## src/frb_pkg.sv

```systemverilog
// Shared constants, field widths, status codes and sweep types of the reassembly buffer.
package frb_pkg;

   localparam int MAX_PACKET_BYTES = 2048;
   localparam int ADDR_W = $clog2(MAX_PACKET_BYTES);
   localparam int CNT_W = $clog2(MAX_PACKET_BYTES + 1);

   // The received bitmap is kept in rows of 32 marks.
   localparam int ROW_BITS = 32;
   localparam int ROW_W = $clog2(ROW_BITS);
   localparam int ROWS = MAX_PACKET_BYTES / ROW_BITS;
   localparam int ROW_IDX_W = (ROWS > 1) ? $clog2(ROWS) : 1;
   localparam int ROW_CNT_W = $clog2(ROW_BITS + 1);

   localparam int FUNC_W = 1;
   localparam int TLEN_W = 12;
   localparam int OFF_W = 11;
   localparam int FLEN_W = 12;
   localparam int BIDX_W = 11;
   localparam int DATA_W = 8;
   localparam int RADDR_W = 11;
   localparam int STATUS_W = 3;
   localparam int RCNT_W = 12;

   typedef logic [FUNC_W-1:0] func_type;
   typedef logic [STATUS_W-1:0] status_type;
   typedef logic [ADDR_W-1:0] addr_type;
   typedef logic [ROW_IDX_W-1:0] row_idx_type;
   typedef logic [ROW_BITS-1:0] row_type;
   typedef logic [ROW_CNT_W-1:0] row_cnt_type;

   localparam func_type FUNC_BYTE = 1'b0;
   localparam func_type FUNC_READ = 1'b1;

   localparam status_type STATUS_OK = 3'd0;
   localparam status_type STATUS_CONFLICT = 3'd1;
   localparam status_type STATUS_NEW_LENGTH = 3'd2;
   localparam status_type STATUS_REJECTED = 3'd3;
   localparam status_type STATUS_READ = 3'd4;

   typedef struct packed {
      logic start;
      addr_type lo;
      addr_type hi;
   } frb_sweep_cmd_type;

   typedef struct packed {
      logic busy;
      row_idx_type rd_row;
      logic wr_en;
      row_idx_type wr_row;
      row_type wr_data;
      row_cnt_type row_count;
      logic last;
   } frb_sweep_stat_type;

endpackage

```

## src/frb_sweep.sv

```systemverilog
// Bitmap sweep engine: clears marks outside a kept range and recounts the kept marks row by row.
module frb_sweep (
   input logic clock,
   input logic reset,
   input frb_pkg::frb_sweep_cmd_type cmd,
   input frb_pkg::row_type rd_data,
   output frb_pkg::frb_sweep_stat_type stat
);
   import frb_pkg::*;

   typedef enum logic {SW_IDLE, SW_RUN} sweep_state_type;

   localparam row_idx_type LAST_ROW = ROW_IDX_W'(ROWS - 1);
   localparam logic [ROW_W-1:0] TOP_BIT = ROW_W'(ROW_BITS - 1);
   localparam int GROUPS = ROW_BITS / 8;

   sweep_state_type state_ff;
   row_idx_type rd_row_ff;
   logic wr_valid_ff;
   row_idx_type wr_row_ff;
   logic clear_all_ff;
   addr_type lo_ff;
   addr_type hi_ff;

   row_idx_type lo_row;
   row_idx_type hi_row;
   logic [ROW_W-1:0] lo_bit;
   logic [ROW_W-1:0] hi_bit;
   row_type lo_mask;
   row_type hi_mask;
   row_type keep;
   row_type kept;
   row_cnt_type count;
   logic [3:0] group_count;

   // Reset starts a full clearing pass; a command starts a range-keeping pass.
   always_ff @(posedge clock) begin
      if (reset) begin
         state_ff <= SW_RUN;
         rd_row_ff <= '0;
         wr_valid_ff <= 1'b0;
         clear_all_ff <= 1'b1;
      end else begin
         wr_valid_ff <= (state_ff == SW_RUN);
         wr_row_ff <= rd_row_ff;
         unique case (state_ff)
            SW_IDLE: begin
               if (cmd.start) begin
                  state_ff <= SW_RUN;
                  rd_row_ff <= '0;
                  clear_all_ff <= 1'b0;
                  lo_ff <= cmd.lo;
                  hi_ff <= cmd.hi;
               end
            end
            SW_RUN: begin
               rd_row_ff <= rd_row_ff + 1'b1;
               if (rd_row_ff == LAST_ROW) begin
                  state_ff <= SW_IDLE;
               end
            end
            default: state_ff <= SW_IDLE;
         endcase
      end
   end

   assign lo_row = ROW_IDX_W'(lo_ff >> ROW_W);
   assign hi_row = ROW_IDX_W'(hi_ff >> ROW_W);
   assign lo_bit = lo_ff[ROW_W-1:0];
   assign hi_bit = hi_ff[ROW_W-1:0];

   always_comb begin
      lo_mask = '1;
      hi_mask = '1;
      if (wr_row_ff == lo_row) begin
         lo_mask = {ROW_BITS{1'b1}} << lo_bit;
      end
      if (wr_row_ff == hi_row) begin
         hi_mask = {ROW_BITS{1'b1}} >> (TOP_BIT - hi_bit);
      end
      keep = lo_mask & hi_mask;
      if (clear_all_ff || (wr_row_ff < lo_row) || (wr_row_ff > hi_row)) begin
         keep = '0;
      end
      kept = rd_data & keep;

      // Population count in byte-wide groups, then a sum of the groups.
      count = '0;
      for (int g = 0; g < GROUPS; g++) begin
         group_count = '0;
         for (int b = 0; b < 8; b++) begin
            group_count = group_count + 4'(kept[g * 8 + b]);
         end
         count = count + ROW_CNT_W'(group_count);
      end
   end

   always_comb begin
      stat.busy = (state_ff == SW_RUN) || wr_valid_ff;
      stat.rd_row = rd_row_ff;
      stat.wr_en = wr_valid_ff;
      stat.wr_row = wr_row_ff;
      stat.wr_data = kept;
      stat.row_count = count;
      stat.last = wr_valid_ff && (wr_row_ff == LAST_ROW);
   end

endmodule
```

## config.mk

```make
export PLATFORM = sky130hd
export DESIGN_NAME = frb_sweep
export DESIGN_NICKNAME = d
export VERILOG_FILES = /design/src/frb_pkg.sv /design/src/frb_sweep.sv
export SDC_FILE = /design/constraint.sdc
export NUM_CORES = 1
export LEC_CHECK = 0
export ABC_AREA = 1
export BUFFER_PORTS_ARGS = -buffer_cell sky130_fd_sc_hd__buf_2
export CORE_ASPECT_RATIO = 0.8
export CORE_MARGIN = 10
export CORE_UTILIZATION = 54
export CTS_CLUSTER_DIAMETER = 200
export DETAILED_ROUTE_END_ITERATION = 8
export PLACE_DENSITY = 0.82
export SYNTH_ARGS = -nofsm -noshare
export SYNTH_HDL_FRONTEND = slang
export SYNTH_SLANG_ARGS = --single-unit
```

## constraint.sdc

```tcl
create_clock -name clock -period 8.1 [get_ports clock]
set_input_delay 1.62 -clock clock [delete_from_list [all_inputs] [get_ports clock]]
set_output_delay 1.62 -clock clock [all_outputs]
set_load 0.02 [all_outputs]
```

After elaboration in Yosys (flattened, before gate mapping). Cells that the tools add are included.

Register bits after elaboration: 37. Input port bits: 57. Output and inout bits: 53.

Add/subtract/negate cells: 33. $lt $le $gt $ge: 2. Equality and inequality tests: 5. Shift operators: 2. Multiplexer cells: 8. Bitwise operators: 4. Reduce and logical (&&, ||, !) cells: 6.

Operator list (count): $mux W32 (3); $add A4 B1 Y4 (16); $and A32 B32 Y32 (2); $shl A32 B5 Y32 const A (1); $shr A32 B5 Y32 const A (1); $add A3 B1 Y4 (4); $add A2 B1 Y3 (4); $eq A6 B6 Y1 (2); $eq A6 B6 Y1 const B (2); $pmux W6 S2 (1); $add A1 B1 Y2 (4); $add A5 B4 Y6 (1); $add A6 B1 Y6 const B (1); $add A6 B4 Y6 (1); $gt A6 B6 Y1 (1); $lt A6 B6 Y1 (1); $mux W6 (1); $add A4 B4 Y5 (1); $sub A5 B5 Y5 const A (1); $logic_or A1 B1 Y1 (3); $reduce_and A3 Y1 (1); $mux W1 (2); $ne A2 B2 Y1 const B (1); $not A1 Y1 (2); 3 further kinds (3).

Logic depth before layout (Yosys ltp). Gate-level depths: netlist of run 1.

Depth after elaboration: 16. Mapped depth: 26. Mapped depth without buffers: 25.

Worst setup path before layout of run 1. OpenSTA, ideal clock, no wires.

Kind: input -> output. From: in rd_data[0]. To: out stat[5] in the netlist's numbering. Arrival time: 6085 ps. Data required time: 6480 ps. Slack: 395 ps. Cell stages on the path: 17. Buffers on the path: 0. Cell sequence: nand3_1 -> inv_1 -> nand2_2 -> fa_1 -> inv_1 -> fa_1 -> fa_1 -> fa_1 -> fa_1 -> inv_1 -> fa_1 -> inv_1 -> ha_1 -> inv_1 -> fa_1 -> o21ai_0 -> xor2_1.

RTL lines: start: declaration (RTL line frb_sweep.sv:6) `input frb_pkg::row_type rd_data,`; end: declaration (RTL line frb_sweep.sv:7) `output frb_pkg::frb_sweep_stat_type stat`.

==> results.json, run 1 <==
{
  "status": "completed",
  "hp-class": "flip-flop to flip-flop",
  "drv_slew": 0,
  "grt_use_total_pct": 20.1,
  "ioPinCount": 110,
  "avgSynthCellArea_um2": 7.91,
  "rows": 27,
  "cpMaxStageDelayCell": "fa_1",
  "slew_headroom_pct": 24.5,
  "drt-initial-drc-count": 383,
  "num_antenna_cells": 0,
  "grt_pass1_vias": 3606,
  "area_growth_pct": 21.9,
  "critPathLaunchType": "flip-flop",
  "crit_buf_inv": 7,
  "required_ns": 6.48,
  "ys_seq_area_share_pct": 26.5,
  "synth_area_um2": 3850,
  "die_w_um": 114,
  "finalHoldViolCount": 0,
  "cts_hold_buf": 0,
  "cts_made_buffers": 5,
  "drcViolationCount": 0,
  "p_total_uw": 395,
  "whs_path_depth": 0,
  "skew_ns": 0.00232,
  "r2r-end": "hi_ff[1]",
  "grt_overflow": 0,
  "die_h_um": 95.6,
  "syn_inst": 487,
  "antenna_found_initial": 0,
  "gp_congestion": 0.975,
  "core_area_um2": 6930,
  "r2r_cells": 3,
  "grt_pass1_wl_um": 17800,
  "vias": 3650,
  "synth-seq-cells": 37,
  "cts_tree": "built",
  "yosysTopAreaCellShare_pct": 21.8,
  "fin_util_pct": 67.8,
  "yosysTopAreaCell": "edfxtp_1",
  "wl_um": 11600,
  "endpoint": "stat[5]",
  "cts_root_buffer": "clkbuf_8",
  "n_fill_cell": 605,
  "setup_viol": 0,
  "critPathTopFamily": "adder cells",
  "grt_max_degree": 23,
  "async_reset_ff_share_pct": 0,
  "synth_cell_types": 31,
  "fmax_mhz": 126,
  "path_class": "flip-flop to primary output",
  "crit_cells": 24,
  "critPathArrivalTime_ns": 6.29,
  "cp_cell_sequence": "buf_6 > ha_4 > a21oi_1 > nand2_1 > nor2_2 > nor2_2 > nor2_4 > buf_4 > nand2_2 > fa_1 > fa_1 > inv_1 > fa_1 > fa_1 > fa_1 > inv_1 > fa_1 > inv_1 > ha_2 > inv_1 > fa_2 > o21ai_2 > xor2_1 > buf_4",
  "crit_path_max_fanout": 5,
  "leakage_nw": 2.52,
  "cts.sinks": 37,
  "clk_path_buf_depth": 2,
  "fin_crit_sh_pct": 97.7,
  "drtAntennaViolNets": 0,
  "clkSlewWorstSetupHoldPaths_ns": 0.07,
  "hold_path.startpoint": "rd_row_ff[5]",
  "final_nets": 715,
  "synth_edf_count": 28,
  "ir_drop_uv": 126,
  "via_per_inst": 5.20,
  "synthFlopType": "edfxtp_1",
  "clk_latency_ns": 0.28,
  "worst_pin_slew_ns": 1.13,
  "critPathLaunch": "wr_row_ff[5]",
  "dp_hpwl_um": 9420,
  "synthesis.nets": 588,
  "end_kind": "primary output",
  "yosys-top-cells-area": "edfxtp_1 (22%), fa_1 (12%), nand2_1 (11%)",
  "cp_common_cell": "fa_1",
  "yosys_warnings": 0,
  "regToRegSetupSlack_ns": 6.24,
  "drive_above_1_share_pct": 35.0,
  "firstDrtPassIters": 6,
  "fin_crit_ns": 7.91,
  "timing.rr.start": "state_ff",
  "p_per_area_nw_per_um2": 84.2,
  "wl_per_cell_um": 16.5,
  "start_util_pct": 55.6,
  "port_buffers": 109,
  "cap_viol_max_count": 0,
  "max_stage_delay_ns": 0.55,
  "htreeDepth": 2,
  "dieArea_um2": 10900
}
[registers in the layout, indices dropped and copies added (netlist names)]
register	cells
wr_row_ff	6
lo_ff	11
clear_all_ff	1
state_ff	1
rd_row_ff	6
wr_valid_ff	1
hi_ff	11
[cells by family (layout without fill, tap and decap cells)]
family	after synthesis	count (layout)	synth area share, %
and+or+nand+nor	276	276	38.1
adders and majority gates	44	44	19.0
buffers and inverters	94	222	11.3
xor gates and xnor gates	3	3	0.682
AOI/OAI and AO/OA	33	33	4.48
DFF	37	37	26.5
[final cells by class]
type                    count  area, um^2  area share (%)
inverters                  83         319            6.79
multi-input cells         356        2440            51.9
clock buffers               5        68.8            1.46
well taps                  87         109            2.32
clock inverters             3        17.5           0.373
repair buffers            131         724            15.4
flip-flops and latches     37        1020            21.7
[metrics by stage]
| stage | hold WS, ns | cell area [um^2] | cells | TNS (ns) | setup slack, ns |
|---|---|---|---|---|---|
| 2_1_floorplan | 0.496 | 3850 | 487 | 0 | 0.395 |
| 3_3_place_gp | 0.467 | 4430 | 677 | 0 | 0.247 |
| 3_5_place_dp | 0.472 | 4430 | 677 | 0 | 0.0139 |
| 4_1_cts | 0.489 | 4540 | 688 | 0 | 0.0180 |
| 5_1_grt | 0.502 | 4700 | 702 | -0.00589 | -0.00589 |
| 6_report | 0.487 | 4700 | 702 | 0 | 0.187 |
[Yosys cell counts (2+ instances only)]
cell,instances
nand2_4,4
dfxtp_1,9
nand3_2,3
fa_1,24
edfxtp_1,28
nor2_1,47
buf_6,3
a21oi_1,9
nor2_2,4
ha_1,20
buf_12,3
nand2_1,118
nand2_2,15
nand4_1,5
buf_2,2
buf_4,2
inv_2,5
nand3_1,45
inv_1,76
o21ai_0,20
nor2_4,33
o21ai_1,2
xor2_1,2
[worst min-delay path by stage]
stage              endpoint  slack [ns]
3_3_place_gp   wr_row_ff[5]        0.47
6_report       wr_row_ff[5]        0.49
5_1_grt        wr_row_ff[5]        0.50
3_5_place_dp   wr_row_ff[5]        0.47
2_1_floorplan  clear_all_ff        0.50
4_1_cts        wr_row_ff[5]        0.49
[where the power goes]
| group | internal (mW) | leakage (nW) | switching (mW) |
|---|---|---|---|
| clock network | 0.0593 | 0.0439 | 0.0642 |
| registers | 0.207 | 0.333 | 0.00418 |
| logic | 0.0253 | 2.14 | 0.0353 |
| total | 0.292 | 2.52 | 0.104 |
[worst reg2reg max path, stage by stage (launching register included)]
cell and delay (ns):
dfxtp_1 0.38, inv_1 0.10, nand2_1 0.12, nor2_2 0.87
[layer usage]
| metal | track usage [%] | part of all wire, % |
|---|---|---|
| met1 | 25.7 | 42 |
| met2 | 32.7 | 47 |
| met3 | 7.09 | 11 |
| met4 | 2.81 | 0.80 |
| met5 | 0 | 0 |
[timing repair]
item	4_1_cts	5_1_grt
pin swaps	0	12
cloned	0	1
buffers inserted	3	13
endpoints found under the setup margin	1	2
gates resized for setup	2	16
endpoints found under the hold margin	0	0
[layout by cell type (no fill, tap or decap), types with 3 or more instances in the layout]
master / netlist / routed
clkinv_2: 1 / 3
ha_1: 20 / 18
nand3_2: 3 / 5
a21oi_1: 9 / 9
nand3_1: 45 / 43
buf_4: 2 / 20
clkbuf_8: 0 / 5
nor2_1: 47 / 45
buf_6: 3 / 3
nand2_1: 118 / 118
buf_2: 2 / 108
nor2_2: 4 / 5
inv_2: 5 / 4
nor2_4: 33 / 34
nand4_1: 5 / 5
nand2_4: 4 / 4
o21ai_0: 20 / 18
dfxtp_1: 9 / 9
nand2_2: 15 / 15
inv_1: 76 / 75
fa_1: 24 / 23
o21ai_1: 2 / 3
edfxtp_1: 28 / 28
(Power assumes the default switching activity.)
==> inputs of run 2 (changes only) <==
==> config.mk (replaced) <==
export PLATFORM = sky130hd
export DESIGN_NAME = frb_sweep
export DESIGN_NICKNAME = d
export VERILOG_FILES = /design/src/frb_pkg.sv /design/src/frb_sweep.sv
export SDC_FILE = /design/constraint.sdc
export NUM_CORES = 1
export LEC_CHECK = 0
export BUFFER_PORTS_ARGS = -buffer_cell sky130_fd_sc_hd__buf_2
export CORE_ASPECT_RATIO = 0.8
export CORE_MARGIN = 2
export CORE_UTILIZATION = 51
export CTS_CLUSTER_DIAMETER = 200
export DETAILED_ROUTE_END_ITERATION = 8
export PLACE_DENSITY = 0.81
export REMOVE_ABC_BUFFERS = 1
export SYNTH_ARGS = -nofsm -noshare
export SYNTH_HDL_FRONTEND = slang
export SYNTH_SLANG_ARGS = --single-unit
==> results.json, run 2 <==
{
  "status": "complete, but fails checks",
  "violations": "setup timing",
  "cpMaxStageDelayCell": "fa_2",
  "vias": 3339,
  "dieArea_um2": 6910,
  "required_ns": 6.48,
  "finalSetupTns_ns": -0.352,
  "fin_crit_ns": 8.29,
  "layout_commonest_cell": "buf_2",
  "num_antenna_cells": 0,
  "yosysMostFrequentCell": "inv_1",
  "fmax_mhz": 121,
  "critPathArrivalTime_ns": 6.67,
  "detail_route.wirelength.met1_um": 4160,
  "synth-seq-cells": 37,
  "grt_overflow": 0,
  "clk_path_buf_depth": 2,
  "async_reset_ff_share_pct": 0,
  "ir_drop_uv": 113,
  "finish.instance_area_um2": 4240,
  "synth_fa_ha_area_share_pct": 22.9,
  "synth.area.mux_share_pct": 0.313,
  "synth_edf_count": 28,
  "grt_max_degree": 23,
  "yosys_warnings": 0,
  "yosysTopAreaCell": "edfxtp_1",
  "placed_area_um2": 3840,
  "whs_ns": 0.543,
  "cp_cell_sequence": "ha_1 > and4_4 > and3_4 > a31oi_4 > or3_4 > buf_4 > nor4_4 > buf_4 > fa_1 > fa_2 > fa_2 > fa_2 > fa_1 > inv_1 > fa_1 > inv_2 > ha_4 > inv_4 > fa_2 > inv_2 > a21o_1 > a21oi_2 > xnor2_1 > buf_4",
  "die_h_um": 74.8,
  "htreeDepth": 2,
  "final_nets": 566,
  "end_kind": "primary output",
  "synth.top_cells.by_count": "inv_1 (37), nor2_1 (29), edfxtp_1 (28)",
  "yosys-top-cells-area": "edfxtp_1 (26%), fa_1 (15%), ha_1 (7.8%)",
  "yosys.area_share.simple_pct": 19.1,
  "port_buffers": 109,
  "area_growth_pct": 32.7,
  "wl_per_cell_um": 19.5,
  "setup_viol": 2,
  "rsz0062_at_grt": "yes",
  "firstDrtPassIters": 8,
  "drtAntennaViolNets": 0,
  "wl_um": 10700,
  "drive_above_1_share_pct": 40.3,
  "cap_viol_max_count": 0,
  "grt_pass1_wl_um": 15800,
  "ioPinCount": 110,
  "crit_path_max_fanout": 5,
  "synth_compound_area_share_pct": 17.2,
  "gp_congestion": 0.974,
  "n_fill_cell": 442,
  "path_class": "flip-flop to primary output",
  "synthFlopType": "edfxtp_1",
  "finalHoldViolCount": 0,
  "synth_xor_xnor_area_share_pct": 0.823,
  "clkSlewWorstSetupHoldPaths_ns": 0.08,
  "die_w_um": 92.5,
  "max_stage_delay_ns": 0.58,
  "setup_ws_ns": -0.189,
  "layout_common_cells": "buf_2 (105), inv_1 (33), edfxtp_1 (28)",
  "p_per_area_nw_per_um2": 92.5,
  "grt_pass1_vias": 3174,
  "syn_inst": 348,
  "ys_seq_area_share_pct": 32.0,
  "cts_root_buffer": "clkbuf_8",
  "drcViolationCount": 0,
  "via_per_inst": 6.10,
  "antenna_found_initial": 0,
  "rows": 25,
  "fin_util_pct": 70.9,
  "critPathLaunchType": "flip-flop",
  "synth_area_um2": 3190,
  "start_util_pct": 53.4,
  "leakage_nw": 2.02,
  "largestRegisters": "hi_ff x11, lo_ff x11",
  "slew_headroom_pct": 29.3,
  "dr_wl_met2_um": 5150,
  "cts_made_buffers": 5,
  "critPathTopFamily": "adder cells",
  "wl_met3_um": 1030,
  "avgSynthCellArea_um2": 9.18,
  "cts_tree": "built",
  "top_layer_used": "met4",
  "skew_ns": 0.00714,
  "synth_top_family_by_area": "adder cells",
  "clk_latency_ns": 0.29,
  "dp_hpwl_um": 7520,
  "hp-class": "flip-flop to flip-flop",
  "cp_common_cell": "fa_2",
  "worst_pin_slew_ns": 1.06,
  "yosysTopAreaCellShare_pct": 26.3,
  "cts_hold_buf": 0,
  "core_area_um2": 5970,
  "synth_cell_types": 44,
  "fin_crit_sh_pct": 102,
  "grt_use_total_pct": 30.0,
  "crit_buf_inv": 7,
  "drt-initial-drc-count": 717,
  "drv_slew": 0,
  "cts.sinks": 37
}
==> run 2: changes by cell type after synthesis, sizes merged, moves of 7 or more <==
cell	before	now
a21oi	9	20
and3	0	7
clkbuf	1	22
inv	81	37
nand2	137	20
nand3	48	14
nor2	85	29
nor3	0	10
o221ai	0	10
or2	1	9
==> run 2: path summary, 6_finish.rpt <==
path / from / to / slack [ns] / depth (start not counted)
setup / recovery: wr_row_ff[5] / stat[5] / -0.19 / 24
hold / removal: rd_row_ff[4] / wr_row_ff[4] / 0.54 / 0
setup reg to reg: state_ff / lo_ff[7] / 6.20 / 2
hold reg to reg: rd_row_ff[4] / wr_row_ff[4] / 0.54 / 0
==> run 2: where the power goes <==
group	total (mW)	internal, mW	switching [mW]
clock network	0.130	0.0610	0.0692
registers	0.212	0.207	0.00486
logic	0.0498	0.0239	0.0260
total	0.392	0.292	0.100
==> run 2: kinds of logic (layout without fill, tap and decap cells) <==
| kind of cell | after synthesis | count (layout) |
|---|---|---|
| flops | 37 | 37 |
| buf+inv | 63 | 180 |
| compound gates | 81 | 81 |
| simple gates | 119 | 120 |
| mux | 1 | 1 |
| fa+ha+maj | 44 | 44 |
| xor+xnor | 3 | 3 |
==> run 2: routing by layer <==
metal,GRT usage [%],vias up
li1,-,1488
met1,40.8,1563
met2,50.7,237
met3,5.41,51
met4,7.79,0
met5,0,-
==> run 2: what timing repair did <==
item                                    in CTS  in global routing
pin swaps                                   15                 18
cloned                                       1                  0
endpoints found under the setup margin       5                  5
setup buffers                                8                  4
resized for setup                           24                 31
==> run 2: layout make-up <==
type	instances	area (um^2)	area share, %
clock buffers	5	68.8	1.62
inverters	37	141	3.34
well taps	81	101	2.39
flip-flops and latches	37	1020	24.1
clock inverters	3	22.5	0.532
repair buffers	135	773	18.3
multi-input cells	249	2110	49.8
==> run 2: stage by stage <==
stage / setup WS [ns] / instances / power, mW
after floorplan: -0.767 / 322 / 0.233
after global placement: 0.0601 / 526 / 0.256
after detailed placement: -0.0647 / 526 / 0.257
after CTS: -0.0224 / 543 / 0.387
after global routing: -0.344 / 547 / 0.405
final: -0.189 / 547 / 0.392
==> inputs of run 3 (changes only) <==
--- a/config.mk
+++ b/config.mk
@@ -5,7 +5,7 @@
 export SDC_FILE = /design/constraint.sdc
 export NUM_CORES = 1
 export LEC_CHECK = 0
-export BUFFER_PORTS_ARGS = -buffer_cell sky130_fd_sc_hd__buf_2
+export BUFFER_PORTS_ARGS = -buffer_cell sky130_fd_sc_hd__buf_4
 export CORE_ASPECT_RATIO = 0.8
 export CORE_MARGIN = 2
 export CORE_UTILIZATION = 51
==> results.json, run 3 (synthesis results as in run 2) <==
{
  "finalHoldViolCount": 0,
  "core_area_um2": 5970,
  "skew_ns": 0.00832,
  "hold_path.startpoint": "clear_all_ff",
  "regToRegSetupSlack_ns": 6.20,
  "critPathArrivalTime_ns": 6.68,
  "num_antenna_cells": 0,
  "fin_crit_ns": 8.30,
  "grt_max_degree": 23,
  "pre_cts_ws_ns": -0.124,
  "cts_hold_buf": 0,
  "antenna_found_initial": 0,
  "clkSlewWorstSetupHoldPaths_ns": 0.08,
  "hp-class": "flip-flop to flip-flop",
  "htreeDepth": 2,
  "cpMaxStageDelayCell": "fa_1",
  "path_class": "flip-flop to primary output",
  "cts.sinks": 37,
  "ioPinCount": 110,
  "die_h_um": 74.8,
  "dieArea_um2": 6910,
  "status": "complete, but fails checks",
  "die_w_um": 92.5,
  "crit_path_max_fanout": 4,
  "start_util_pct": 53.4,
  "drt-initial-drc-count": 587,
  "clk_latency_ns": 0.30,
  "ir_drop_uv": 119,
  "holdPathEnd": "clear_all_ff",
  "r2r-end": "lo_ff[5]",
  "cp_common_cell": "fa_1",
  "vias": 3480,
  "cts_made_buffers": 5,
  "critPathTopFamily": "adder cells",
  "required_ns": 6.48,
  "cp_cell_sequence": "buf_6 > ha_4 > nand4_1 > o221a_2 > or3_4 > or4_4 > fa_1 > fa_1 > inv_2 > fa_1 > fa_1 > fa_1 > inv_1 > fa_1 > inv_1 > ha_1 > a21o_1 > a21oi_2 > nor2b_1 > o21a_1 > buf_4",
  "port_buffers": 109,
  "final_nets": 572,
  "grt_overflow": 0,
  "gp_congestion": 1.02,
  "n_fill_cell": 408,
  "leakage_nw": 2.10,
  "drtAntennaViolNets": 0,
  "worst_pin_slew_ns": 1.07,
  "setup_viol": 4,
  "firstDrtPassIters": 8,
  "slew_headroom_pct": 28.9,
  "violations": "setup timing",
  "rsz0062_at_grt": "yes",
  "wl_um": 11300,
  "drive_above_1_share_pct": 40.0,
  "crit_buf_inv": 5,
  "setup_ws_ns": -0.201,
  "stdcell_count": 553,
  "end_kind": "primary output",
  "rows": 25,
  "grt_use_total_pct": 32.0,
  "via_per_inst": 6.29,
  "r2r_cells": 2,
  "cts_root_buffer": "clkbuf_8",
  "max_stage_delay_ns": 0.53,
  "fmax_mhz": 120,
  "area_growth_pct": 43.0,
  "cap_viol_max_count": 0,
  "p_per_area_nw_per_um2": 89.5,
  "cts_tree": "built",
  "crit_cells": 21,
  "finalSetupTns_ns": -0.687,
  "clk_path_buf_depth": 2,
  "fin_crit_sh_pct": 102,
  "dp_hpwl_um": 7890,
  "whs_path_depth": 2,
  "critPathLaunchType": "flip-flop",
  "grt_pass1_vias": 3248,
  "timing.rr.start": "state_ff",
  "grt_pass1_wl_um": 16700,
  "layout_commonest_cell": "buf_4",
  "largestRegisters": "hi_ff x11, lo_ff x11",
  "drv_slew": 0,
  "drcViolationCount": 0,
  "dp.cells": 526,
  "wl_per_cell_um": 20.3,
  "layout_common_cells": "buf_4 (135), inv_1 (33), edfxtp_1 (28)"
}
-- run 3: cell count changes in the layout (fill, tap and decap cells not counted), moves of 2 or more --
cell | previous run | this run
buf_2 | 105 | 0
buf_4 | 25 | 135
buf_6 | 4 | 6
clkinv_4 | 2 | 0
fa_1 | 18 | 20
fa_2 | 6 | 4
ha_1 | 17 | 13
ha_4 | 3 | 7
o21ai_0 | 13 | 15
o21ai_2 | 3 | 0
-- run 3: worst max-delay path by stage --
stage,startpoint,endpoint
after floorplan,wr_row_ff[5],stat[5]
after global placement,wr_row_ff[1],stat[6]
after detailed placement,wr_row_ff[5],stat[6]
after CTS,wr_row_ff[4],stat[5]
after global routing,wr_row_ff[3],stat[3]
final,wr_row_ff[3],stat[6]
-- run 3: worst min-delay path: cells and delay by family, from the launching register on --
| family | cells | cell delay, ns |
|---|---|---|
| DFF | 1 | 0.34 |
| and+or+nand+nor | 2 | 0.14 |
-- run 3: routing by layer --
layer	share of wire (%)	global-route usage [%]
met4	3.1	7.79
met5	0	0
met1	37	44.0
met3	14	8.41
met2	46	51.4
-- run 3: report_power, final --
| group | switching, mW | leakage, nW | total [mW] | internal (mW) |
|---|---|---|---|---|
| Combinational | 0.0261 | 1.73 | 0.0598 | 0.0337 |
| Sequential | 0.00499 | 0.333 | 0.212 | 0.207 |
| Clock | 0.0760 | 0.0445 | 0.137 | 0.0611 |
-- run 3: layout make-up --
cell class | instances | area (um^2) | area share (%)
Clock buffer | 5 | 68.8 | 1.51
Inverter | 37 | 139 | 3.04
Timing Repair Buffer | 142 | 1100 | 24.1
Tap cell | 81 | 101 | 2.22
Clock inverter | 3 | 21.3 | 0.466
Multi-Input combinational cell | 248 | 2110 | 46.3
Sequential cell | 37 | 1020 | 22.4
-- run 3: metrics by stage --
| step | instance area (um^2) | utilization (%) | power, mW | hold slack [ns] |
|---|---|---|---|---|
| CTS | 4510 | 75.4 | 0.404 | 0.496 |
| finish | 4570 | 76.4 | 0.409 | 0.519 |
| detailed placement | 4110 | 68.9 | 0.267 | 0.480 |
| global placement | 4110 | 68.9 | 0.265 | 0.461 |
| global route | 4570 | 76.4 | 0.423 | 0.529 |
| floorplan | 3090 | - | 0.233 | 0.432 |
-- run 3: what timing repair did --
| action | CTS | global route |
|---|---|---|
| buffers inserted | 17 | 2 |
| cloned | 0 | 0 |
| pin swaps | 23 | 2 |
| endpoints found under the setup margin | 5 | 5 |
| resized for setup | 34 | 10 |
